$ cat src/design/trlc_pkg.sv
// ----------------------------------------------------------------------------
// trlc_pkg
// Shared constants, types and helpers of the trigger rate scaler.
// ----------------------------------------------------------------------------
package trlc_pkg;

    // Sizing
    localparam int MAX_LINES   = 64;
    localparam int NUM_GROUPS  = 4;
    localparam int COUNT_WIDTH = 32;
    localparam int GROUP_SLOTS = 4;

    // Field widths
    localparam int DEC_W   = 64;
    localparam int IDX_W   = 7;
    localparam int OUT_W   = 32;
    localparam int ACT_W   = 7;
    localparam int MASK_W  = 64;

    // Read index map
    localparam int GROUP_BASE      = 64;
    localparam int INCLUSIVE_INDEX = 68;

    // Read mux banking: line counters are grouped in banks of eight
    localparam int BANK_BITS  = 3;
    localparam int BANK_SIZE  = 1 << BANK_BITS;
    localparam int LINE_BANKS = (MAX_LINES + BANK_SIZE - 1) / BANK_SIZE;
    localparam int SEL_BITS   = (LINE_BANKS > 1) ? $clog2(LINE_BANKS) : 1;
    localparam int NUM_SEL    = 1 << SEL_BITS;

    // Configuration port
    localparam int CFG_DATA_W = 64;
    localparam int CFG_ADDR_W = 6;
    localparam int REG_IDX_W  = 3;
    localparam int REG_LSB    = 3;

    localparam logic [REG_IDX_W-1:0] REG_ACTIVE_LINES = 3'd0;
    localparam logic [REG_IDX_W-1:0] REG_GROUP_MASK_A = 3'd1;
    localparam logic [REG_IDX_W-1:0] REG_GROUP_MASK_B = 3'd2;
    localparam logic [REG_IDX_W-1:0] REG_GROUP_MASK_C = 3'd3;
    localparam logic [REG_IDX_W-1:0] REG_GROUP_MASK_D = 3'd4;

    localparam logic [ACT_W-1:0] ACTIVE_LINES_RESET = 7'd64;

    // Item kinds
    localparam logic KIND_EVENT = 1'b0;
    localparam logic KIND_READ  = 1'b1;

    typedef logic [COUNT_WIDTH-1:0] cnt_t;

    typedef struct packed {
        logic [ACT_W-1:0]                   active_lines;
        logic [GROUP_SLOTS-1:0][MASK_W-1:0] group_masks;
    } cfg_t;

    // Low result bits of a counter, zero-extended when the counter is narrow
    function automatic logic [OUT_W-1:0] to_out(input cnt_t c);
        logic [63:0] wide;
        wide = 64'(c);
        return wide[OUT_W-1:0];
    endfunction

endpackage

$ cat src/design/trlc_lane.sv
// ----------------------------------------------------------------------------
// trlc_lane
// One wrapping event counter; the block holds one lane per counter.
// ----------------------------------------------------------------------------
module trlc_lane (
    input  logic           clk,
    input  logic           rst_n,
    input  logic           inc,
    output trlc_pkg::cnt_t count
);

    trlc_pkg::cnt_t cnt_reg;
    trlc_pkg::cnt_t cnt_next;

    // Increment wraps at the counter width
    assign cnt_next = inc ? (cnt_reg + trlc_pkg::cnt_t'(1)) : cnt_reg;

    always_ff @(posedge clk or negedge rst_n)
    begin
        if (!rst_n)
        begin
            cnt_reg <= '0;
        end
        else
        begin
            cnt_reg <= cnt_next;
        end
    end

    assign count = cnt_reg;

endmodule

$ cat config.mk
export PLATFORM = sky130hd
export DESIGN_NAME = trlc_lane
export DESIGN_NICKNAME = d
export VERILOG_FILES = /design/src/design/trlc_pkg.sv /design/src/design/trlc_lane.sv
export SDC_FILE = /design/constraint.sdc
export NUM_CORES = 1
export LEC_CHECK = 0
export BUFFER_PORTS_ARGS = -buffer_cell sky130_fd_sc_hd__buf_2
export CAP_MARGIN = 40
export CORE_MARGIN = 4
export CORE_UTILIZATION = 52
export CTS_CLUSTER_DIAMETER = 120
export DETAILED_ROUTE_END_ITERATION = 7
export PLACE_DENSITY = 0.78
export SLEW_MARGIN = 30
export SYNTH_ARGS = -nofsm -noshare
export SYNTH_HDL_FRONTEND = slang
export SYNTH_SLANG_ARGS = --single-unit
$ cat constraint.sdc
create_clock -name clk -period 2.2 [get_ports clk]
set_input_delay 0 -clock clk [delete_from_list [all_inputs] [get_ports clk]]
set_output_delay 0 -clock clk [all_outputs]
set_load 0.02 [all_outputs]
== Yosys cells after proc, flatten, opt, wreduce, memory -nomap -nowiden ==
Index checks and enable logic that the tools add are counted.
Operators by class
  add/sub/neg operators: 1
Operators with widths (number)
  adder 32 x 1 -> 32 bit, second input constant: 1
Word-level totals
  register bits after elaboration: 32
  output and inout bits: 32

== Logic depth before layout (Yosys ltp) ==
Gate-level depths: netlist (run 1).
  depth in word-level cells: 1
  mapped depth: 5
  gate-level depth less buffers: 5

== Least setup slack after synthesis (run 1) ==
Ideal clock, no wire load.
  path kind: flip-flop to flip-flop
  start: reg cnt_reg[2] (netlist: count[2])
  end: reg cnt_reg[23] (netlist: count[23])
  library setup time: 0.080 ns
  arrival time: 1.652 ns
  data required time: 2.120 ns
  path slack: 0.468 ns
  stages on the path, launching flop included: 5
  buffers on the path: 0
  cell sequence: dfrtp_1 -> nand4_4 -> or4_4 -> nor4_2 -> xor2_1
Between the ends
  longest elaborated chain between the ends: 1
RTL lines
  start, declared: RTL line trlc_lane.sv:12  | trlc_pkg::cnt_t cnt_reg;
  start signal, assigned: RTL line trlc_lane.sv:26  | cnt_reg <= cnt_next;
  adder 32 x 1 -> 32 bit: RTL line trlc_lane.sv:16  | assign cnt_next = inc ? (cnt_reg + trlc_pkg::cnt_t'(1)) : cnt_reg;
No other way between the ends.
A chain may end at the register's enable or synchronous reset.

== Final worst setup path (run 1) ==
  start: reg cnt_reg[5] (netlist: count[5])
  end: reg cnt_reg[30] (netlist: count[30])
The elaborated chain is that of the path after synthesis.

==> results of run 1 <==
-- final cells by class --
type,instances,area [um^2]
fillers,203,825
flip-flops and latches,32,801
repair buffers,37,198
multi-input cells,89,641
inverters,2,7.51
well taps,30,37.5
clock buffers,8,58.8
-- Yosys cell counts, types with 2 or more instances --
| cell type | number | area share |
|---|---|---|
| nor2_1 | 3 | 0.0078 |
| xnor2_1 | 19 | 0.11 |
| inv_1 | 2 | 0.0052 |
| nand2_1 | 10 | 0.026 |
| dfrtp_1 | 32 | 0.55 |
| nor4_2 | 2 | 0.017 |
| and3_1 | 4 | 0.017 |
| xor2_1 | 12 | 0.073 |
| nand3_1 | 9 | 0.031 |
| nor3_1 | 5 | 0.017 |
| and2_1 | 2 | 0.0086 |
| nor4_1 | 4 | 0.017 |
| nand4_1 | 10 | 0.043 |
| and4_1 | 3 | 0.018 |
-- final timing paths --
check | startpoint | to | depth (start not counted)
max in group asynchronous | rst_n | count[25]$_DFFE_PN0P_ | 2
min in group clk | count[31]$_DFFE_PN0P_ | count[31]$_DFFE_PN0P_ | 1
setup / recovery | count[5]$_DFFE_PN0P_ | count[30]$_DFFE_PN0P_ | 4
setup reg to reg | count[5]$_DFFE_PN0P_ | count[30]$_DFFE_PN0P_ | 4
hold reg to reg | count[31]$_DFFE_PN0P_ | count[31]$_DFFE_PN0P_ | 1
hold / removal | rst_n | count[23]$_DFFE_PN0P_ | 2
-- what timing repair did --
item / in CTS / in global routing
endpoints found under the hold margin: 33 / 0
hold buffers: 2 / 0
setup endpoints to repair: 0 / 0
-- power by group through the flow --
stage	Sequential [mW]	Combinational, mW	Clock, mW
2_1_floorplan	0.838	0.116	0
3_3_place_gp	0.762	0.305	0
3_5_place_dp	0.770	0.313	0
4_1_cts	0.758	0.316	0.352
5_1_grt	0.772	0.343	0.377
6_report	0.759	0.310	0.346
-- cells by family after synthesis --
group,share of synthesized area
XOR/XNOR,0.187
adder cells (fa/ha/maj),0.00863
flip-flops,0.553
multiplexers,0.00777
buffers and inverters,0.00518
AND/OR/NAND/NOR,0.238
-- metrics by stage --
step / hold slack (ns) / power [mW]
final: 0.240 / 1.42
after global routing: 0.296 / 1.49
after global placement: 0.0744 / 1.07
after CTS: 0.264 / 1.43
after floorplan: -0.296 / 0.955
after detailed placement: 0.0853 / 1.08
-- routing by layer --
metal  global-route usage  wire length [um]  vias to the layer above
met5                    0                 0                        -
met4               0.0557                42                        0
met3               0.0660               189                        6
met2                0.282              1370                       29
met1                0.224              1250                      507
li1                     -                 -                      522
-- worst max-delay path: cells and delay by family, from the launching register on --
family | cells | cell delay (ns)
flops | 1 | 0.46
simple gates | 3 | 1.04
xor+xnor | 1 | 0.16
==> reports/metrics.yaml, run 1 <==
leakage_nw: 0.886
largest_register_ffs: 32
cp_max_fo: 7
crit_path_end_kind: "register"
setup_tns_ns: 0
finalWirelength_mm: 2.85
async_reset_ff_frac: 1.00
synth_edf_count: 0
r2r_slack_ns: 0.43
cts_post_setup_buffers_inserted: 0
grt_first_pass_wirelength_mm: 4.78
dp.cells: 188
drive_gt1_frac: 0.280
timing.final.max_slew_violations: 0
cts-root-buf: "clkbuf_4"
vias: 1064
cts.clk_slew.worst_paths_ns: 0.09
final_cells: 198
port-buffer-count: 34
antenna_found_initial: 0
place_ws_ns: 0.433
postSynthNetCount: 127
start_kind: "register"
slew-limit-headroom: 0.537
crit_type: "reg2reg"
grt_remaining_overflow: 0
grt_start_max_net_pins: 33
ios: 35
dr.pass1.iters: 6
final_area_mm2: 0.00174
finalCritPeriodShare: 0.806
die_w_um: 60.8
placementRows: 18
layout_min_cycle_time_ns: 1.77
insertion_delay_ns: 0.33
synth_cells: 123
cts_buffer_depth: 2
place_congestion: 0.812
final_common_cell: "buf_2"
finalHoldViolations: 0
netlist_area_mm2: 0.00145
crit_chain: "nand4_1, nor4_2, nand3_1, xnor2_1"
worst_slew_pin_slew_ns: 0.694
power.net_switching_mw: 0.483
crit_path_max_incr_delay_ns: 0.64
antenna_left: 0
sequentialPowerShare: 0.536
cts_resized: 0
start_util: 0.564
synth.distinct_cells: 20
drtIter0Drc: 58
coreArea_mm2: 0.00257
p_int_mw: 0.932
setup_viol: 0
max_freq_mhz: 564
ys_warn_count: 0
yosys_register_bits: 32
slowest_stage: "nor4_2"
die-area_mm2: 0.00369
critPathRequiredTime_ns: 2.42
worstPathArrival_ns: 2.00
cap_violations: 0
n_antenna_cell: 0
ir_worst_vdd_uv: 723
pwr_density_cell_mw_per_mm2: 812
syn-mean-instance-area_um2: 11.8
wl_per_cell_um: 14.4
hold_class: "in2async"
power_frac_comb: 0.219
post_dp_cell_area_mm2: 0.00166
ys.flop_type: "dfrtp_1"
grt.total_usage: 0.177
mostFrequentLayoutCells: "34 x buf_2, 32 x dfrtp_1, 19 x xnor2_1, 12 x xor2_1"
rsz0062_at_grt: "no"
via_per_inst: 5.37
cts_tree: "yes"
cts_sinks: 32
status: "completed"
syn_to_final_growth_pct: 20.3
hpwlAfterDp_mm: 2.09
clock_skew_ns: 0.00515
utilization: 0.679
setup_ws_ns: 0.427
swShare: 0.342
cts_made_buffers: 5
htree_levels: 2
pwr-share-clk: 0.245
drc: 0
die_h_um: 60.8
ys_seq_area_frac: 0.553
nets: 171
grt_pass1_vias: 1059
Note: power is estimated with default switching activity, not from simulation.
==> run 2, diff against run 1 <==
Settings changed: CORE_UTILIZATION 52 to 47, PLACE_DENSITY 0.78 to 0.74.
Clock period 2.2 ns to 1.6 ns, I/O delays scaled along.
==> reports/metrics.yaml, run 2 (synthesis results as in run 1) <==
status: "completed"
final_cells: 220  # +11%
grt_start_max_net_pins: 33  # unchanged
ir_worst_vdd_uv: 977  # +35%
critPathRequiredTime_ns: 1.85  # -0.57 ns
drc: 0  # unchanged
grt_pass1_vias: 1227  # +16%
grt_remaining_overflow: 0  # unchanged
worst_slew_pin_slew_ns: 0.693  # -0.00158 ns
ios: 35  # unchanged
fillers: 232  # +14%
hold_class: "in2async"
pwr_density_cell_mw_per_mm2: 1040  # +28%
start_util: 0.508  # -0.0564
setup_viol: 0  # unchanged
placementRows: 19  # +1
drtIter0Drc: 48  # -17%
grt.total_usage: 0.174  # -0.00303
hpwlAfterDp_mm: 2.37  # +13%
regArea_um2: 810  # +1.1%
crit_type: "reg2reg"
grt_busiest_layer: "met2"
insertion_delay_ns: 0.33  # about the same
vias: 1226  # +15%
worstPathArrival_ns: 1.85  # -0.15 ns
max_freq_mhz: 627  # +11%
nets: 193  # +13%
layout_min_cycle_time_ns: 1.60  # -0.178 ns
cts_made_buffers: 5  # unchanged
cts-root-buf: "clkbuf_4"
crit_path_end_kind: "register"
cp_max_fo: 4  # -3
place_congestion: 0.819  # +0.84%
cts.clk_slew.worst_paths_ns: 0.09  # about the same
port-buffer-count: 34  # unchanged
grt_first_pass_wirelength_mm: 5.38  # +12%
use_met3: 0.0675  # +0.00154
finalHoldViolations: 0  # unchanged
mostFrequentLayoutCells: "34 x buf_2, 25 x dfrtp_1, 23 x buf_4, 19 x xnor2_1, 12 x xor2_1"
leakage_nw: 1.03  # +17%
dp.cells: 208  # +11%
p_total_mw: 2.08  # +47%
antenna_left: 0  # unchanged
dr.pass1.iters: 4  # -2
cts_tree: "yes"
largest_register_ffs: 32  # unchanged
cts_sinks: 32  # unchanged
die_w_um: 63.5  # +4.5%
cap_violations: 0  # unchanged
gr-usage-met1: 0.195  # -0.0290
grt_use_met2: 0.297  # +0.0148
drive_gt1_frac: 0.460  # +0.181
finalWirelength_mm: 3.34  # +17%
final_common_cell: "buf_2"
wl_per_cell_um: 15.2  # +5.5%
timing.final.max_slew_violations: 0  # unchanged
start_kind: "register"
clock_skew_ns: 0.0115  # +0.00635 ns
coreArea_mm2: 0.00285  # +11%
die_h_um: 63.5  # +4.5%
die-area_mm2: 0.00403  # +9.2%
n_antenna_cell: 0  # unchanged
via_per_inst: 5.57  # +3.7%
finalCritPeriodShare: 0.997  # +0.191
setup_tns_ns: 0  # unchanged
htree_levels: 2  # unchanged
slew-limit-headroom: 0.538  # +0.00106
antenna_found_initial: 0  # unchanged
rsz0062_at_grt: "yes"
syn_to_final_growth_pct: 37.9
cts_buffer_depth: 2  # unchanged
multi_input_area_um2: 734  # +15%
run 2: changes by cell type in the layout (fill, tap and decap cells not counted), moves of 3 or more:
| cell | delta |
|---|---|
| buf_4 | +22 |
| dfrtp_1 | -7 |
| dfrtp_2 | +7 |
| nand3_1 | -3 |
| nand3_2 | +3 |
| nor3_1 | -3 |
| nor4_1 | -3 |
run 2: timing repair:
item | CTS | global route
endpoints found under the hold margin | 34 | 0
resized for setup | 4 | 12
pin swaps | 3 | 7
hold buffers | 2 | 0
setup endpoints to repair | 4 | 17
setup buffers | 1 | 2
run 2: power breakdown:
part / switching (mW) / internal (mW)
Combinational: 0.358 / 0.299
Sequential: 0.0976 / 0.912
Clock: 0.246 / 0.165
run 2: final timing paths:
path                       cells past startpoint                   from                    end  slack, ns
max                                            4   count[1]$_DFFE_PN0P_  count[23]$_DFFE_PN0P_      0.005
min                                            2                  rst_n   count[5]$_DFFE_PN0P_       0.25
max reg2reg                                    4   count[1]$_DFFE_PN0P_  count[23]$_DFFE_PN0P_      0.005
min reg2reg                                    1  count[31]$_DFFE_PN0P_  count[31]$_DFFE_PN0P_       0.48
max in group asynchronous                      2                  rst_n  count[10]$_DFFE_PN0P_       0.86
min in group clk                               1  count[31]$_DFFE_PN0P_  count[31]$_DFFE_PN0P_       0.48
run 2: critical path: stages, from the launching register on:
cell and delay [ns]:
dfrtp_2 0.43, nand4_4 0.11, or4_4 0.58, nor4_4 0.24
xor2_1 0.16
run 2: per-stage QoR:
step,util,worst slack [ns],cell area (um^2),hold slack [ns]
2_1_floorplan,-,-0.0495,1470,-0.296
3_3_place_gp,0.640,0.0503,1830,0.0851
3_5_place_dp,0.640,-0.0311,1830,0.0811
4_1_cts,0.674,-0.0166,1920,0.254
5_1_grt,0.700,-0.0834,2000,0.295
6_report,0.700,0.00497,2000,0.251
run 2: area by class of cell:
cell class                      instances  area share
Tap cell                               31      0.0194
Inverter                                2     0.00376
Multi-Input combinational cell         89       0.368
Clock buffer                            7      0.0225
Timing Repair Buffer                   59       0.182
Sequential cell                        32       0.405
run 2: layer usage:
metal	up-vias	part of all wire	wire, um
li1	574	-	-
met1	609	0.42	1400
met2	38	0.51	1690
met3	5	0.060	201
met4	0	0.013	44
met5	-	0	0
==> run 3, diff against run 2 <==
Settings changed: PLACE_DENSITY 0.74 to 0.8.
==> reports/metrics.yaml, run 3 (synthesis results as in run 1) <==
dr.pass1.iters: 4  # unchanged
cts_tree: "yes"
largest_register_ffs: 32  # unchanged
pwr-share-clk: 0.232  # +0.034
cts_made_buffers: 5  # unchanged
setup_ws_ns: 0.000322  # -0.00465 ns
cts_buffer_depth: 2  # unchanged
finalHoldViolations: 0  # unchanged
drive_gt1_frac: 0.485  # +0.0244
antenna_left: 0  # unchanged
final_common_cell: "buf_2"
grt_start_max_net_pins: 33  # unchanged
nets: 199  # +3.1%
hpwlAfterDp_mm: 2.40  # +1.4%
insertion_delay_ns: 0.34  # about the same
worst_slew_pin_slew_ns: 0.704  # +0.0111 ns
grt_first_pass_wirelength_mm: 5.88  # +9.4%
n_antenna_cell: 0  # unchanged
timing.final.max_slew_violations: 0  # unchanged
grt.total_usage: 0.186  # +0.0118
grt_pass1_vias: 1311  # +6.8%
htree_levels: 2  # unchanged
vias: 1233  # +0.57%
start_kind: "register"
setup_viol: 0  # unchanged
slew-limit-headroom: 0.531  # -0.00738
fin_hold_ws_ns: 0.243  # -0.00748 ns
antenna_found_initial: 0  # unchanged
hold_class: "in2async"
sequentialPowerShare: 0.442  # -0.044
cts-root-buf: "clkbuf_4"
mostFrequentLayoutCells: "34 x buf_2, 29 x buf_4, 23 x dfrtp_1, 19 x xnor2_1, 12 x xor2_1"
cts_sinks: 32  # unchanged
drc: 0  # unchanged
power.net_switching_mw: 0.777  # +11%
worstPathArrival_ns: 1.85  # about the same
die_w_um: 63.5  # unchanged
status: "completed"
clock_skew_ns: 0.00686  # -0.00464 ns
wl_per_cell_um: 16.2  # +6.8%
crit_type: "reg2reg"
die_h_um: 63.5  # unchanged
rsz0062_at_grt: "yes"
port-buffer-count: 34  # unchanged
leakage_nw: 1.08  # +4.8%
pwr_density_cell_mw_per_mm2: 1100  # +5.8%
swShare: 0.340  # +0.00222
drtIter0Drc: 49  # +2.1%
via_per_inst: 5.43  # -2.5%
finalWirelength_mm: 3.68  # +10%
syn_to_final_growth_pct: 43.4
slowest_stage: "dfrtp_2"
crit_chain: "ha_4, and4_4, nand4_1, buf_4, nor3_4, xor2_1"
crit_path_end_kind: "register"
finalCritPeriodShare: 1.00  # +0.00291
power_frac_comb: 0.326  # +0.010
ir_worst_vdd_uv: 1260  # +28%
cp_max_fo: 3  # -1
start_util: 0.508  # unchanged
p_int_mw: 1.51  # +9.6%
cap_violations: 0  # unchanged
max_freq_mhz: 625  # -0.29%
cts.clk_slew.worst_paths_ns: 0.10  # about the same
critPathRequiredTime_ns: 1.85  # about the same
coreArea_mm2: 0.00285  # unchanged
crit_path_max_incr_delay_ns: 0.44  # -0.14 ns
die-area_mm2: 0.00403  # unchanged
ios: 35  # unchanged
fillers: 193  # -17%
place_congestion: 0.795  # -2.9%
placementRows: 19  # unchanged
grt_remaining_overflow: 0  # unchanged
layout_min_cycle_time_ns: 1.60  # +0.00465 ns
place_ws_ns: -0.0959  # -0.0647 ns
run 3: layer usage:
metal / vias to the layer above / track usage / share of wire / routed length (um)
li1: 584 / - / - / -
met1: 604 / 0.222 / 0.40 / 1480
met2: 35 / 0.312 / 0.52 / 1920
met3: 10 / 0.0551 / 0.053 / 196
met4: 0 / 0.0728 / 0.021 / 79
met5: - / 0 / 0 / 0
run 3: power groups by stage:
stage / Sequential (mW) / Combinational [mW] / Clock (mW)
final: 1.01 / 0.745 / 0.531
after floorplan: 1.16 / 0.160 / 0
after detailed placement: 1.02 / 0.600 / 0
after global routing: 1.03 / 0.800 / 0.585
after global placement: 1.01 / 0.586 / 0
after CTS: 0.993 / 0.655 / 0.546
run 3: worst max-delay path: cells and delay by family, from the launching register on:
kind | cells | cell delay (ns)
XOR/XNOR | 1 | 0.21
buffers and inverters | 1 | 0.20
AND/OR/NAND/NOR | 3 | 0.52
flip-flops | 1 | 0.44
adder cells (fa/ha/maj) | 1 | 0.16
run 3: area by class of cell:
cell class	instances	area [um^2]	share of cell area
Clock buffer	8	68.8	0.0331
Inverter	2	7.51	0.00361
Multi-Input combinational cell	89	742	0.357
Sequential cell	32	812	0.391
Tap cell	31	38.8	0.0187
Timing Repair Buffer	65	408	0.196
run 3: final timing paths:
kind / start / depth (start not counted) / slack (ns) / end
setup / recovery: count[1]$_DFFE_PN0P_ / 6 / 0.0003 / count[20]$_DFFE_PN0P_
hold / removal: rst_n / 2 / 0.24 / count[22]$_DFFE_PN0P_
setup reg to reg: count[1]$_DFFE_PN0P_ / 6 / 0.0003 / count[20]$_DFFE_PN0P_
hold reg to reg: count[31]$_DFFE_PN0P_ / 1 / 0.49 / count[31]$_DFFE_PN0P_
max in group asynchronous: rst_n / 2 / 0.86 / count[9]$_DFFE_PN0P_
min in group clk: inc / 3 / 0.49 / count[0]$_DFFE_PN0P_
run 3: per-stage QoR:
stage | cells | util | setup TNS [ns] | power [mW] | cell area (um^2)
global placement | 209 | 0.643 | 0 | 1.59 | 1830
detailed placement | 209 | 0.643 | -0.105 | 1.62 | 1830
global route | 227 | 0.728 | -0.233 | 2.41 | 2080
CTS | 221 | 0.684 | -0.000205 | 2.19 | 1950
finish | 227 | 0.728 | 0 | 2.28 | 2080
floorplan | 123 | - | -0.0495 | 1.33 | 1470
run 3: timing repair:
item / in CTS / in global routing
hold buffers: 2 / 0
resized for setup: 2 / 16
setup buffers: 2 / 6
gates cloned: 0 / 0
pin swaps: 3 / 12
hold endpoints to repair: 34 / 0
endpoints found under the setup margin: 7 / 19
