<file path="src/design/trlc_pkg.sv">
// ----------------------------------------------------------------------------
// trlc_pkg
// Shared constants, types and helpers of the trigger rate scaler.
// ----------------------------------------------------------------------------
package trlc_pkg;

    // Sizing
    localparam int MAX_LINES   = 64;
    localparam int NUM_GROUPS  = 4;
    localparam int COUNT_WIDTH = 32;
    localparam int GROUP_SLOTS = 4;

    // Field widths
    localparam int DEC_W   = 64;
    localparam int IDX_W   = 7;
    localparam int OUT_W   = 32;
    localparam int ACT_W   = 7;
    localparam int MASK_W  = 64;

    // Read index map
    localparam int GROUP_BASE      = 64;
    localparam int INCLUSIVE_INDEX = 68;

    // Read mux banking: line counters are grouped in banks of eight
    localparam int BANK_BITS  = 3;
    localparam int BANK_SIZE  = 1 << BANK_BITS;
    localparam int LINE_BANKS = (MAX_LINES + BANK_SIZE - 1) / BANK_SIZE;
    localparam int SEL_BITS   = (LINE_BANKS > 1) ? $clog2(LINE_BANKS) : 1;
    localparam int NUM_SEL    = 1 << SEL_BITS;

    // Configuration port
    localparam int CFG_DATA_W = 64;
    localparam int CFG_ADDR_W = 6;
    localparam int REG_IDX_W  = 3;
    localparam int REG_LSB    = 3;

    localparam logic [REG_IDX_W-1:0] REG_ACTIVE_LINES = 3'd0;
    localparam logic [REG_IDX_W-1:0] REG_GROUP_MASK_A = 3'd1;
    localparam logic [REG_IDX_W-1:0] REG_GROUP_MASK_B = 3'd2;
    localparam logic [REG_IDX_W-1:0] REG_GROUP_MASK_C = 3'd3;
    localparam logic [REG_IDX_W-1:0] REG_GROUP_MASK_D = 3'd4;

    localparam logic [ACT_W-1:0] ACTIVE_LINES_RESET = 7'd64;

    // Item kinds
    localparam logic KIND_EVENT = 1'b0;
    localparam logic KIND_READ  = 1'b1;

    typedef logic [COUNT_WIDTH-1:0] cnt_t;

    typedef struct packed {
        logic [ACT_W-1:0]                   active_lines;
        logic [GROUP_SLOTS-1:0][MASK_W-1:0] group_masks;
    } cfg_t;

    // Low result bits of a counter, zero-extended when the counter is narrow
    function automatic logic [OUT_W-1:0] to_out(input cnt_t c);
        logic [63:0] wide;
        wide = 64'(c);
        return wide[OUT_W-1:0];
    endfunction

endpackage

</file>
<file path="src/design/trlc_cfg.sv">
// ----------------------------------------------------------------------------
// trlc_cfg
// APB-style register file: active line count and four group masks.
// ----------------------------------------------------------------------------
module trlc_cfg (
    input  logic                              clk,
    input  logic                              rst_n,
    input  logic                              psel,
    input  logic                              penable,
    input  logic                              pwrite,
    input  logic [trlc_pkg::CFG_ADDR_W-1:0]   paddr,
    input  logic [trlc_pkg::CFG_DATA_W-1:0]   pwdata,
    output logic [trlc_pkg::CFG_DATA_W-1:0]   prdata,
    output logic                              pready,
    output trlc_pkg::cfg_t                    cfg
);

    trlc_pkg::cfg_t                  cfg_reg;
    trlc_pkg::cfg_t                  cfg_next;
    logic [trlc_pkg::REG_IDX_W-1:0]  reg_idx;
    logic                            wr_en;

    assign pready  = 1'b1;
    assign reg_idx = paddr[trlc_pkg::REG_LSB +: trlc_pkg::REG_IDX_W];
    assign wr_en   = psel && penable && pwrite;

    // Register write decode
    always_comb
    begin
        cfg_next = cfg_reg;
        if (wr_en)
        begin
            case (reg_idx)
                trlc_pkg::REG_ACTIVE_LINES:
                    cfg_next.active_lines = pwdata[trlc_pkg::ACT_W-1:0];
                trlc_pkg::REG_GROUP_MASK_A: cfg_next.group_masks[0] = pwdata;
                trlc_pkg::REG_GROUP_MASK_B: cfg_next.group_masks[1] = pwdata;
                trlc_pkg::REG_GROUP_MASK_C: cfg_next.group_masks[2] = pwdata;
                trlc_pkg::REG_GROUP_MASK_D: cfg_next.group_masks[3] = pwdata;
                default: ;
            endcase
        end
    end

    always_ff @(posedge clk or negedge rst_n)
    begin
        if (!rst_n)
        begin
            cfg_reg.active_lines <= trlc_pkg::ACTIVE_LINES_RESET;
            cfg_reg.group_masks  <= '0;
        end
        else
        begin
            cfg_reg <= cfg_next;
        end
    end

    // Read back
    always_comb
    begin
        case (reg_idx)
            trlc_pkg::REG_ACTIVE_LINES:
                prdata = trlc_pkg::CFG_DATA_W'(cfg_reg.active_lines);
            trlc_pkg::REG_GROUP_MASK_A: prdata = cfg_reg.group_masks[0];
            trlc_pkg::REG_GROUP_MASK_B: prdata = cfg_reg.group_masks[1];
            trlc_pkg::REG_GROUP_MASK_C: prdata = cfg_reg.group_masks[2];
            trlc_pkg::REG_GROUP_MASK_D: prdata = cfg_reg.group_masks[3];
            default:                    prdata = '0;
        endcase
    end

    assign cfg = cfg_reg;

endmodule

</file>
<file path="config.mk">
export PLATFORM = sky130hd
export DESIGN_NAME = trlc_cfg
export DESIGN_NICKNAME = d
export VERILOG_FILES = /design/src/design/trlc_pkg.sv /design/src/design/trlc_cfg.sv
export SDC_FILE = /design/constraint.sdc
export NUM_CORES = 1
export LEC_CHECK = 0
export BUFFER_PORTS_ARGS = -buffer_cell sky130_fd_sc_hd__clkbuf_2
export CORE_MARGIN = 4
export CORE_UTILIZATION = 45
export CTS_BUF_LIST = sky130_fd_sc_hd__clkbuf_8 sky130_fd_sc_hd__clkbuf_16
export DETAILED_ROUTE_END_ITERATION = 8
export GPL_ROUTABILITY_DRIVEN = 1
export PLACE_DENSITY_LB_ADDON = 0.25
export SLEW_MARGIN = 5
export SYNTH_ARGS = -nofsm -noshare
export SYNTH_HDL_FRONTEND = slang
export SYNTH_SLANG_ARGS = --single-unit
</file>
<file path="constraint.sdc">
create_clock -name clk -period 2.15 [get_ports clk]
set_input_delay 0.3225 -clock clk [delete_from_list [all_inputs] [get_ports clk]]
set_output_delay 0.3225 -clock clk [all_outputs]
set_load 0.05 [all_outputs]
</file>
* After elaboration in Yosys (flattened, before gate mapping)
Cells that the tools add are included.
Operators by class: equality and inequality tests 4, multiplexer cells 1, reduce and logical (&&, ||, !) cells 8
Operators by type and width (count):
- one-hot mux 64 bit (5 select lines) | 1
- AND reduction 2 bit | 5
- equality test 3 x 2 -> 1 bit, second input constant | 2
- equality test 3 x 1 -> 1 bit, second input constant | 1
- equality test 3 bit, second input constant | 1
- logical NOT 3 bit | 1
- logical AND 1 bit | 2
Storage, ports and cells: register bits 263, input bits 75, output and inout port bits 328, word-level logic and storage cells 18

* Logic depth before layout (Yosys ltp)
Gate-level depths: netlist of run 1.
word-level depth 3, depth in mapped cells 6, gate-level depth less buffers 3

* Least setup slack after synthesis of run 1
Ideal clock, no wire load.
path type input to output, start point in paddr[3] in the netlist's numbering, end point out prdata[2] in the netlist's numbering, arrival 1830 ps, data required time 1827 ps, setup slack -2 ps, stages on the path 6, buffers on the path 3, cell sequence buf_4 -> buf_4 -> buf_4 -> nor3b_1 -> a21oi_1 -> o22ai_1
On the way: word-level cells in the longest chain between the ends 2, elaborated cells on any way between the ends 6, classes of those cells eq/ne (4); mux (1); reduce/logical (1)
Ends and longest elaborated chain:
- start, declared | RTL line trlc_cfg.sv:11 | input logic [trlc_pkg::CFG_ADDR_W-1:0] paddr,
- equality test 3 bit, or another cell as far along | RTL line trlc_cfg.sv:61 | case (reg_idx)
- one-hot mux 64 bit (5 select lines) (*) | RTL line trlc_cfg.sv:61
- end, declared | RTL line trlc_cfg.sv:13 | output logic [trlc_pkg::CFG_DATA_W-1:0] prdata,
Every way passes the cells marked *; elsewhere a longest branch is shown, timed or not.

* Worst setup path in the final report of run 1
start point in paddr[5] in the netlist's numbering, end point out prdata[58] in the netlist's numbering
Same word-level chain as after synthesis.

==> qor.yml, run 1 <==
floorplan:
  core_area_mm2: 0.0261
  start_util_pct: 45.9
  die_h_um: 171
  num_rows: 59
  fp.dieW_um: 171
  die-area_mm2: 0.0293
  io_pins: 403
power:
  power_frac_comb_pct: 38.2
  p_sw_share_pct: 42.4
  p_total_mw: 19.3
  powerDensity_mw_per_mm2: 1230
  p_seq_share_pct: 35.1
  power.leakage_nw: 7.83
  p_int_mw: 11.1
  peakVddDrop_uv: 800
  clock_power_share_pct: 26.7
  switching_power_mw: 8.18
route:
  wl_per_cell_um: 22.8
  drt-total-wl_um: 35600
  drc: 0
  dr.pass1.iters: 5
  viasPerCell: 5.59
  antenna_left: 0
  num_vias: 8740
  drt_iter0_markers: 561
clock_tree:
  htree_levels: 1
  cts.sinks: 263
  clk_pin_slew_ns: 0.06
  root_buffer: "clkbuf_16"
  cts_tree: "built"
  numCtsBuffers: 29
  clock_latency_ns: 0.52
  post_cts_buffers: 0
  clockBufferDepth: 3
grt:
  antenna_found_initial: 0
  overflow: 0
  grt_use_total_pct: 23.5
  grt_pass1_wl_um: 54500
  grt_pass1_vias: 9106
  grt_max_degree: 74
sta:
  slew_viol_final: 0
  skew_ns: 0
  tns_ns: 0
  period_share_pct: 94.4
  fmax_mhz: 493
  maxSlewHeadroom_pct: 57.5
  worstMarginPinSlew_ns: 0.638
  min_period_ns: 2.03
  final-hold-violation-count: 0
  rsz0062_at_grt: "false"
  setup_viol: 0
setup_path:
  path_max_fanout: 33
  worstSetupStartpoint: "paddr[5]"
  start_kind: "input pin"
  worst_setup_path_end_kind: "primary output"
  r2r_start: "cfg[20]$_DFFE_PN0P_"
  critical_path_class: "in2out"
  required_ns: 1.83
  worstPathArrival_ns: 1.71
cells_and_area:
  diodes: 0
  areaGrowthSynthToFinish_pct: 31.1
  drive_above_1_share_pct: 56.8
  final_util_pct: 60.2
  layout.nets: 1284
  n_fill_cell: 2111
  largest_register_ffs: 263
worst_hold_path:
  hp-start: "pwdata[47]"
  worstHoldPathType: "in2reg"
synthesis:
  synth_fp_nets: 885
  ys_ff_latch: 263
  yosysUniqueCellTypes: 26
  syn_inst: 810
  syn_area_mm2: 0.0120
  avgSynthCellArea_um2: 14.8
  ys_seq_area_share_pct: 54.9
  ys_warn_count: 0
run:
  maxCapViolations: 0
status:
  status: "finished, final reports clean"
place:
  place_congestion: 0.807
  port_buffers: 398
  hpwl_um: 24600
-- through the flow --
stage	worst slack, ns	cells	area, µm²	hold slack (ns)
6_report	0.121	1563	15700	0.0544
4_1_cts	0.0812	1563	15700	0.0236
3_5_place_dp	0.0872	1512	14700	0.355
2_1_floorplan	0.00665	810	12000	0.0269
3_3_place_gp	0.118	1512	14700	0.354
5_1_grt	0.00586	1563	15700	0.0382
-- cell type report --
class                      instances  area, µm²  area share [%]
multi-input combinational        481       4920            31.3
tap                              335        419            2.67
clock buffer                      34        795            5.05
clock inverter                    16        206            1.31
sequential                       263       6580            41.9
timing repair buffer             434       2800            17.8
-- kinds of logic (layout without fill, tap and decap cells) --
family,count (synthesis),count (layout),share of synthesized area (%)
mux,327,327,31.7
flops,263,263,54.9
compound gates,135,135,7.64
other cells,1,1,0.0313
simple gates,18,18,1.34
buf+inv,66,484,4.43
-- path summary, 6_finish.rpt --
check                                             to  slack [ns]  depth (start not counted)
worst max-delay path                      prdata[58]        0.12                          6
worst min-delay path             cfg[47]$_DFFE_PN0P_        0.05                          2
worst max register to register   cfg[20]$_DFFE_PN0P_        1.32                          1
worst min register to register   cfg[17]$_DFFE_PN0P_        0.51                          1
max in group asynchronous       cfg[248]$_DFFE_PN0P_        1.08                          3
min in group asynchronous        cfg[95]$_DFFE_PN0P_        0.37                          2
-- Yosys cell counts --
library cell  count  area (µm²)
nand2b_1          1        6.26
buf_12            5         100
mux2_4           50         751
nor2_4            1        11.3
conb_1            1        3.75
mux2_2          156        1760
mux2i_1          57         571
nand3_1           1        5.00
nand4b_4          1        23.8
buf_8             1        15.0
a22oi_1          64         480
nor3_2            1        10.0
nor3b_1           9        67.6
buf_6            14         158
o22ai_1          64         400
buf_4            18         135
dfrtp_1         262        6560
nor2b_4           1        13.8
nor2b_1           1        6.26
clkbuf_1         13        48.8
mux2_1           64         721
a21oi_1           7        35.0
dfstp_2           1        26.3
buf_2            15        75.1
nand2_1           1        3.75
nor3b_2           1        12.5
-- power groups by stage --
stage                     clock, mW  combinational, mW  sequential, mW
after floorplan                   0               2.01            10.1
after global placement            0               7.36            6.80
after detailed placement          0               7.43            6.84
after CTS                      5.28               7.44            6.77
after global routing           5.47               7.70            6.91
final                          5.15               7.38            6.77
-- cells in the final DEF, fill, tap and decap left out, drive strengths merged, types with 7 or more instances in the layout --
cell type	count
clkbuf	412
mux2	270
dfrtp	262
a22oi	64
o22ai	64
mux2i	57
buf	55
nor3b	10
a21oi	7
inv	7
-- critical path, cell delays in order --
cell	delay, ns
clkbuf_2	0.19
nor2b_4	0.25
buf_12	0.23
a22oi_1	0.12
o22ai_1	0.35
buf_12	0.19
-- what timing repair did --
item	4_1_cts	5_1_grt
endpoints found under the setup margin	0	1
hold buffers	1	0
endpoints found under the hold margin	63	0
gates resized for setup	0	1
-- per-layer routing --
| layer | track usage (%) | wire (µm) | vias to the layer above | part of all wire, % |
|---|---|---|---|---|
| met4 | 5.79 | 868 | 0 | 2.4 |
| met3 | 5.45 | 2440 | 61 | 6.9 |
| li1 | - | - | 3855 | - |
| met2 | 39.3 | 17600 | 338 | 49 |
| met5 | 0 | 0 | - | 0 |
| met1 | 31.3 | 14700 | 4486 | 41 |
Note: power is estimated with default switching activity, not from simulation.
==> run 2, diff against run 1 <==
--- a/config.mk
+++ b/config.mk
@@ -7,11 +7,12 @@
 export LEC_CHECK = 0
 export BUFFER_PORTS_ARGS = -buffer_cell sky130_fd_sc_hd__clkbuf_2
 export CORE_MARGIN = 4
-export CORE_UTILIZATION = 45
+export CORE_UTILIZATION = 55
 export CTS_BUF_LIST = sky130_fd_sc_hd__clkbuf_8 sky130_fd_sc_hd__clkbuf_16
 export DETAILED_ROUTE_END_ITERATION = 8
 export GPL_ROUTABILITY_DRIVEN = 1
 export PLACE_DENSITY_LB_ADDON = 0.25
+export SETUP_SLACK_MARGIN = 0.02
 export SLEW_MARGIN = 5
 export SYNTH_ARGS = -nofsm -noshare
 export SYNTH_HDL_FRONTEND = slang
==> run 2 against run 1 <==
Clock power is 6.2% lower. Critical endpoint is now prdata[0]. Critical path depth is 1 lower. Worst setup slack worse by 0.012 ns. Utilization is 16 points higher. Critical path type is now reg2out.
==> qor.yml, run 2 (synthesis gave the netlist of run 1 again) <==
sta:
  maxSlewHeadroom_pct: 63.8  # was 57.5%
  worstMarginPinSlew_ns: 0.543  # was 0.638 ns
  rsz0062_at_grt: "false"  # unchanged
  setup_viol: 0  # unchanged
  tns_ns: 0  # unchanged
  final-hold-violation-count: 0  # unchanged
  slew_viol_final: 0  # unchanged
  skew_ns: 0  # unchanged
  min_period_ns: 2.04  # was 2.03 ns
  period_share_pct: 94.9  # was 94.4%
  fmax_mhz: 490  # was 493 MHz
cells_and_area:
  final_cell_mix: "371 x clkbuf_2, 262 x dfrtp_1, 156 x mux2_2, 64 x a22oi_1, 64 x mux2_1"  # was 378 x clkbuf_2, 262 x dfrtp_1, 156 x mux2_2, 64 x a22oi_1, 64 x mux2_1
  regArea_mm2: 0.00658  # unchanged
  layout.nets: 1297  # was 1284
  drive_above_1_share_pct: 60.3  # was 56.8%
  mostFrequentLayoutCell: "clkbuf_2"  # unchanged
  final_util_pct: 75.8  # was 60.2%
  n_fill_cell: 1380  # was 2111
  largest_register_ffs: 263  # unchanged
  multi_input_area_mm2: 0.00515  # was 0.00492 mm²
  areaGrowthSynthToFinish_pct: 34.1  # was 31.1%
clock_tree:
  clock_latency_ns: 0.52  # about the same
  cts.sinks: 263  # unchanged
  cts_tree: "built"  # unchanged
  clk_pin_slew_ns: 0.06  # about the same
  numCtsBuffers: 28  # was 29
  htree_levels: 1  # unchanged
  root_buffer: "clkbuf_16"  # unchanged
  clockBufferDepth: 3  # unchanged
route:
  drc: 0  # unchanged
  drt-total-wl_um: 35800  # was 35600 µm
  num_vias: 8998  # was 8740
  wl_per_cell_um: 23.6  # was 22.8 µm
  drt_iter0_markers: 477  # was 561
  viasPerCell: 5.92  # was 5.59
  antenna_left: 0  # unchanged
  dr.pass1.iters: 6  # was 5
power:
  p_total_mw: 19.2  # was 19.3 mW
  power.leakage_nw: 7.95  # was 7.83 nW
  peakVddDrop_uv: 937  # was 800 µV
  powerDensity_mw_per_mm2: 1190  # was 1230 mW/mm²
setup_path:
  path_cells: "mux2_2 -> a21oi_1 -> o22ai_1 -> buf_4 -> buf_12"  # was clkbuf_2 -> nor2b_4 -> buf_12 -> a22oi_1 -> o22ai_1 -> buf_12
  critPathMaxStageDelay_ns: 0.40  # was 0.35 ns
  crit_buf_inv: 2  # was 3
  path_max_fanout: 3  # was 33
  crit_slowest_cell: "dfrtp_1"  # was o22ai_1
  worstSetupStartpoint: "cfg[64]$_DFFE_PN0P_"  # was paddr[5]
  start_kind: "register"  # was input pin
  critical_path_class: "reg2out"  # was in2out
  r2r_start: "cfg[0]$_DFFE_PN0P_"  # was cfg[20]$_DFFE_PN0P_
  worstPathArrival_ns: 1.72  # was 1.71 ns
  critical-path-top-delay-family: "flip-flops"  # was buffers and inverters
  reg2reg_depth: 1  # unchanged
  r2r_end: "cfg[0]$_DFFE_PN0P_"  # was cfg[20]$_DFFE_PN0P_
  required_ns: 1.83  # about the same
  worst_setup_path_end_kind: "primary output"  # unchanged
  regToRegSetupSlack_ns: 1.30  # was 1.32 ns
worst_hold_path:
  holdPathStages: 2  # unchanged
  worstHoldPathType: "in2reg"  # unchanged
  hp-start: "pwdata[19]"  # was pwdata[47]
  whs_endpoint: "cfg[19]$_DFFE_PN0P_"  # was cfg[47]$_DFFE_PN0P_
floorplan:
  die-area_mm2: 0.0242  # was 0.0293 mm²
  num_rows: 53  # was 59
  die_h_um: 156  # was 171 µm
  core_area_mm2: 0.0212  # was 0.0261 mm²
  start_util_pct: 56.5  # was 45.9%
  fp.dieW_um: 156  # was 171 µm
  io_pins: 403  # unchanged
grt:
  grt_pass1_vias: 9538  # was 9106
  overflow: 0  # unchanged
  grt_use_total_pct: 28.9  # was 23.5%
  grt_max_degree: 67  # was 74
  antenna_found_initial: 2  # was 0
  grt_pass1_wl_um: 55700  # was 54500 µm
place:
  port_buffers: 398  # unchanged
  hpwl_um: 25300  # was 24600 µm
  place_congestion: 0.836  # was 0.807
run:
  maxCapViolations: 0  # unchanged
status:
  status: "finished, final reports clean"  # unchanged
==> run 2: layout make-up <==
type / instances / area share, %
clock inverters: 15 / 0.809
repair buffers: 448 / 19.0
flip-flops and latches: 263 / 40.9
diodes: 2 / 0.0311
multi-input cells: 481 / 32.0
well taps: 275 / 2.14
clock buffers: 35 / 5.03
==> run 2: repair_timing <==
action	4_1_cts	5_1_grt
hold buffers	1	0
setup endpoints to repair	0	1
hold endpoints to repair	61	0
resized for setup	0	1
setup buffers	0	0
==> run 2: worst max path at each step <==
stage	slack (ns)	endpoint	cells past startpoint
after CTS	0.08	prdata[0]	5
after detailed placement	0.12	cfg[85]$_DFFE_PN0P_	7
final	0.11	prdata[0]	5
after floorplan	0.007	prdata[34]	6
after global routing	0.06	prdata[0]	5
after global placement	0.15	cfg[84]$_DFFE_PN0P_	7
==> run 2: report_power, final <==
group | total (mW) | internal (mW) | switching, mW
Clock | 4.83 | 2.89 | 1.94
Sequential | 6.79 | 5.93 | 0.866
Combinational | 7.57 | 2.09 | 5.48
==> run 2: metrics by stage <==
stage | std cells | setup WS, ns | cell area [µm²] | hold WS, ns
2_1_floorplan | 810 | 0.00665 | 12200 | 0.0269
3_3_place_gp | 1466 | 0.152 | 15100 | 0.321
3_5_place_dp | 1466 | 0.116 | 15100 | 0.318
4_1_cts | 1517 | 0.0821 | 16100 | 0.0423
5_1_grt | 1519 | 0.0618 | 16100 | 0.0598
6_report | 1519 | 0.109 | 16100 | 0.0643
==> run 2: metal layers <==
layer  track usage (%)  vias up  share of wire, %
met5                 0        -                 0
met4              11.1        0               4.1
met3              6.57      108               7.6
met2              50.2      442                50
met1              35.4     4570                38
li1                  -     3878                 -
==> run 3, diff against run 2 <==
--- a/config.mk
+++ b/config.mk
@@ -6,11 +6,14 @@
 export NUM_CORES = 1
 export LEC_CHECK = 0
 export BUFFER_PORTS_ARGS = -buffer_cell sky130_fd_sc_hd__clkbuf_2
+export CELL_PAD_IN_SITES_DETAIL_PLACEMENT = 0
+export CELL_PAD_IN_SITES_GLOBAL_PLACEMENT = 1
 export CORE_MARGIN = 4
-export CORE_UTILIZATION = 55
+export CORE_UTILIZATION = 44
 export CTS_BUF_LIST = sky130_fd_sc_hd__clkbuf_8 sky130_fd_sc_hd__clkbuf_16
 export DETAILED_ROUTE_END_ITERATION = 8
 export GPL_ROUTABILITY_DRIVEN = 1
+export GPL_TIMING_DRIVEN = 0
 export PLACE_DENSITY_LB_ADDON = 0.25
 export SETUP_SLACK_MARGIN = 0.02
 export SLEW_MARGIN = 5
==> constraint.sdc (replaced) <==
create_clock -name clk -period 2.15 [get_ports clk]
set_input_delay 0.1075 -clock clk [delete_from_list [all_inputs] [get_ports clk]]
set_output_delay 0.1075 -clock clk [all_outputs]
set_load 0.05 [all_outputs]
==> run 3 against run 2 <==
Non-clock buffer count grew 83. First-iteration DRC count shrank 10%. Fmax is 0.48% lower. Die area grew 24%. Worst setup slack got worse by 0.0099 ns. Clock power rose by 8.5%. Critical endpoint is now prdata[24]. Critical path depth grew 2. Largest power group unchanged. Utilization fell by 16 points. Critical path type is now in2out.
==> qor.yml, run 3 (synthesis gave the netlist of run 1 again) <==
sta:
  fmax_mhz: 488  # was 490 MHz
  skew_ns: 0  # unchanged
  period_share_pct: 95.4  # was 94.9%
  slew_viol_final: 0  # unchanged
  tns_ns: 0  # unchanged
  min_period_ns: 2.05  # was 2.04 ns
  final-hold-violation-count: 0  # unchanged
  setup_ws_ns: 0.0993  # was 0.109 ns
  rsz0062_at_grt: "false"  # unchanged
  maxSlewHeadroom_pct: 48.0  # was 63.8%
  worstMarginPinSlew_ns: 0.776  # was 0.543 ns
  setup_viol: 0  # unchanged
setup_path:
  critical_path_class: "in2out"  # was reg2out
  crit_buf_inv: 5  # was 2
  critPathMaxStageDelay_ns: 0.52  # was 0.40 ns
  start_kind: "input pin"  # was register
  reg2reg_depth: 1  # unchanged
  path_max_fanout: 10  # was 3
  worst_setup_path_end_kind: "primary output"  # unchanged
  required_ns: 2.04  # was 1.83 ns
  critical-path-top-delay-family: "buffers and inverters"  # was flip-flops
  r2r_end: "cfg[9]$_DFFE_PN0P_"  # was cfg[0]$_DFFE_PN0P_
  r2r_start: "cfg[9]$_DFFE_PN0P_"  # was cfg[0]$_DFFE_PN0P_
  path_cells: "clkbuf_2 -> buf_2 -> nand2b_1 -> buf_2 -> clkbuf_1 -> o22ai_1 -> clkbuf_2"  # was mux2_2 -> a21oi_1 -> o22ai_1 -> buf_4 -> buf_12
  crit_slowest_cell: "clkbuf_1"  # was dfrtp_1
  regToRegSetupSlack_ns: 1.33  # was 1.30 ns
  worstPathArrival_ns: 1.94  # was 1.72 ns
grt:
  grt_use_total_pct: 25.1  # was 28.9%
  grt_pass1_wl_um: 59700  # was 55700 µm
  grt_pass1_vias: 9554  # was 9538
  grt_max_degree: 108  # was 67
  overflow: 0  # unchanged
  antenna_found_initial: 1  # was 2
route:
  wl_per_cell_um: 23.3  # was 23.6 µm
  viasPerCell: 5.50  # was 5.92
  num_vias: 9177  # was 8998
  drc: 0  # unchanged
  drt-total-wl_um: 39000  # was 35800 µm
  dr.pass1.iters: 5  # was 6
  drt_iter0_markers: 429  # was 477
  antenna_left: 0  # unchanged
power:
  power.leakage_nw: 8.15  # was 7.95 nW
  p_int_mw: 11.1  # was 10.9 mW
  peakVddDrop_uv: 910  # was 937 µV
  powerDensity_mw_per_mm2: 1200  # was 1190 mW/mm²
  p_seq_share_pct: 35.0  # was 35.4%
  power_frac_comb_pct: 37.9  # was 39.4%
  switching_power_mw: 8.26  # was 8.29 mW
  clock_power_share_pct: 27.1  # was 25.2%
  p_sw_share_pct: 42.7  # was 43.2%
worst_hold_path:
  hp-start: "paddr[4]"  # was pwdata[19]
  whs_endpoint: "cfg[130]$_DFFE_PN0P_"  # was cfg[19]$_DFFE_PN0P_
  holdPathStages: 4  # was 2
  worstHoldPathType: "in2reg"  # unchanged
place:
  place_congestion: 0.803  # was 0.836
  pre_cts_ws_ns: -0.0796  # was 0.116 ns
  port_buffers: 398  # unchanged
  hpwl_um: 27400  # was 25300 µm
run:
  maxCapViolations: 0  # unchanged
clock_tree:
  cts.sinks: 263  # unchanged
  clockBufferDepth: 3  # unchanged
  clk_pin_slew_ns: 0.06  # about the same
  cts_tree: "built"  # unchanged
  post_cts_buffers: 0  # unchanged
  htree_levels: 1  # unchanged
  root_buffer: "clkbuf_16"  # unchanged
  clock_latency_ns: 0.53  # was 0.52 ns
  numCtsBuffers: 30  # was 28
floorplan:
  num_rows: 60  # was 53
  fp.dieW_um: 173  # was 156 µm
  die-area_mm2: 0.0300  # was 0.0242 mm²
  start_util_pct: 44.6  # was 56.5%
  io_pins: 403  # unchanged
  die_h_um: 173  # was 156 µm
  core_area_mm2: 0.0269  # was 0.0212 mm²
cells_and_area:
  largest_register_ffs: 263  # unchanged
  mostFrequentLayoutCell: "clkbuf_2"  # unchanged
  layout.nets: 1382  # was 1297
  drive_above_1_share_pct: 54.1  # was 60.3%
  diodes: 0  # was 2
  final_cell_mix: "405 x clkbuf_2, 262 x dfrtp_1, 156 x mux2_2, 65 x dlygate4sd3_1"  # was 371 x clkbuf_2, 262 x dfrtp_1, 156 x mux2_2, 64 x a22oi_1, 64 x mux2_1
  areaGrowthSynthToFinish_pct: 34.8  # was 34.1%
status:
  status: "finished, final reports clean"  # unchanged
==> run 3: cell types whose count changed in the layout (fill, tap and decap cells not counted), moves of 8 or more <==
cell	before	now
o22ai_1	26	64
buf_6	0	14
dlygate4sd3_1	1	65
buf_4	26	18
buf_12	49	5
o22ai_2	38	0
buf_2	0	15
clkbuf_2	371	405
==> run 3: per-stage QoR <==
step	power, mW	utilization [%]	instance area [µm²]	std cells	hold slack (ns)
6_report	19.4	60.2	16200	1670	0.0948
3_3_place_gp	14.0	53.6	14400	1549	0.371
3_5_place_dp	14.1	53.9	14500	1551	0.186
4_1_cts	19.5	60.2	16200	1670	0.0773
2_1_floorplan	12.1	-	12000	810	-0.188
5_1_grt	20.1	60.2	16200	1670	0.130
==> run 3: repair_timing <==
| item | in CTS | in global routing |
|---|---|---|
| resized for setup | 5 | 6 |
| setup endpoints to repair | 28 | 15 |
| hold buffers | 65 | 0 |
| hold endpoints to repair | 337 | 0 |
| cloned | 0 | 0 |
| pin swaps | 0 | 0 |
==> run 3: power by group through the flow <==
stage	Combinational (mW)	Clock, mW	Sequential [mW]
final	7.34	5.24	6.77
after global routing	7.63	5.57	6.90
after CTS	7.38	5.36	6.76
after detailed placement	7.28	0	6.84
after global placement	7.21	0	6.81
after floorplan	2.00	0	10.1
==> run 3: routing by layer <==
layer / GRT usage, % / vias to the layer above / share of wire, %
li1: - / 4062 / -
met1: 32.7 / 4694 / 42
met2: 42.4 / 353 / 49
met3: 6.08 / 66 / 6.6
met4: 6.68 / 2 / 2.7
met5: 0 / - / 0.033
==> run 3: tightest hold or removal path, cell delays in order <==
cell and delay (ns):
clkbuf_2 0.09, nand2_1 0.09, nor2_4 0.09, mux2_2 0.22
==> run 3: worst max path at each step <==
stage                            to                 start  cells past startpoint  slack, ns
2_1_floorplan             prdata[6]  cfg[262]$_DFFE_PN1P_                      3       0.31
3_3_place_gp   cfg[116]$_DFFE_PN0P_                 rst_n                      1      -4.49
3_5_place_dp              prdata[6]              paddr[4]                      6      -0.08
4_1_cts                  prdata[46]              paddr[4]                      6       0.06
5_1_grt                  prdata[34]              paddr[4]                      7       0.03
6_report                 prdata[24]              paddr[4]                      7        0.1
==> run 3: cell type report <==
cell class,count,area [µm²]
multi-input cells,481,4880
repair buffers,465,2710
flip-flops and latches,263,6580
fillers,2208,10700
clock inverters,14,135
well taps,341,427
clock buffers,40,900
plain buffers,66,542
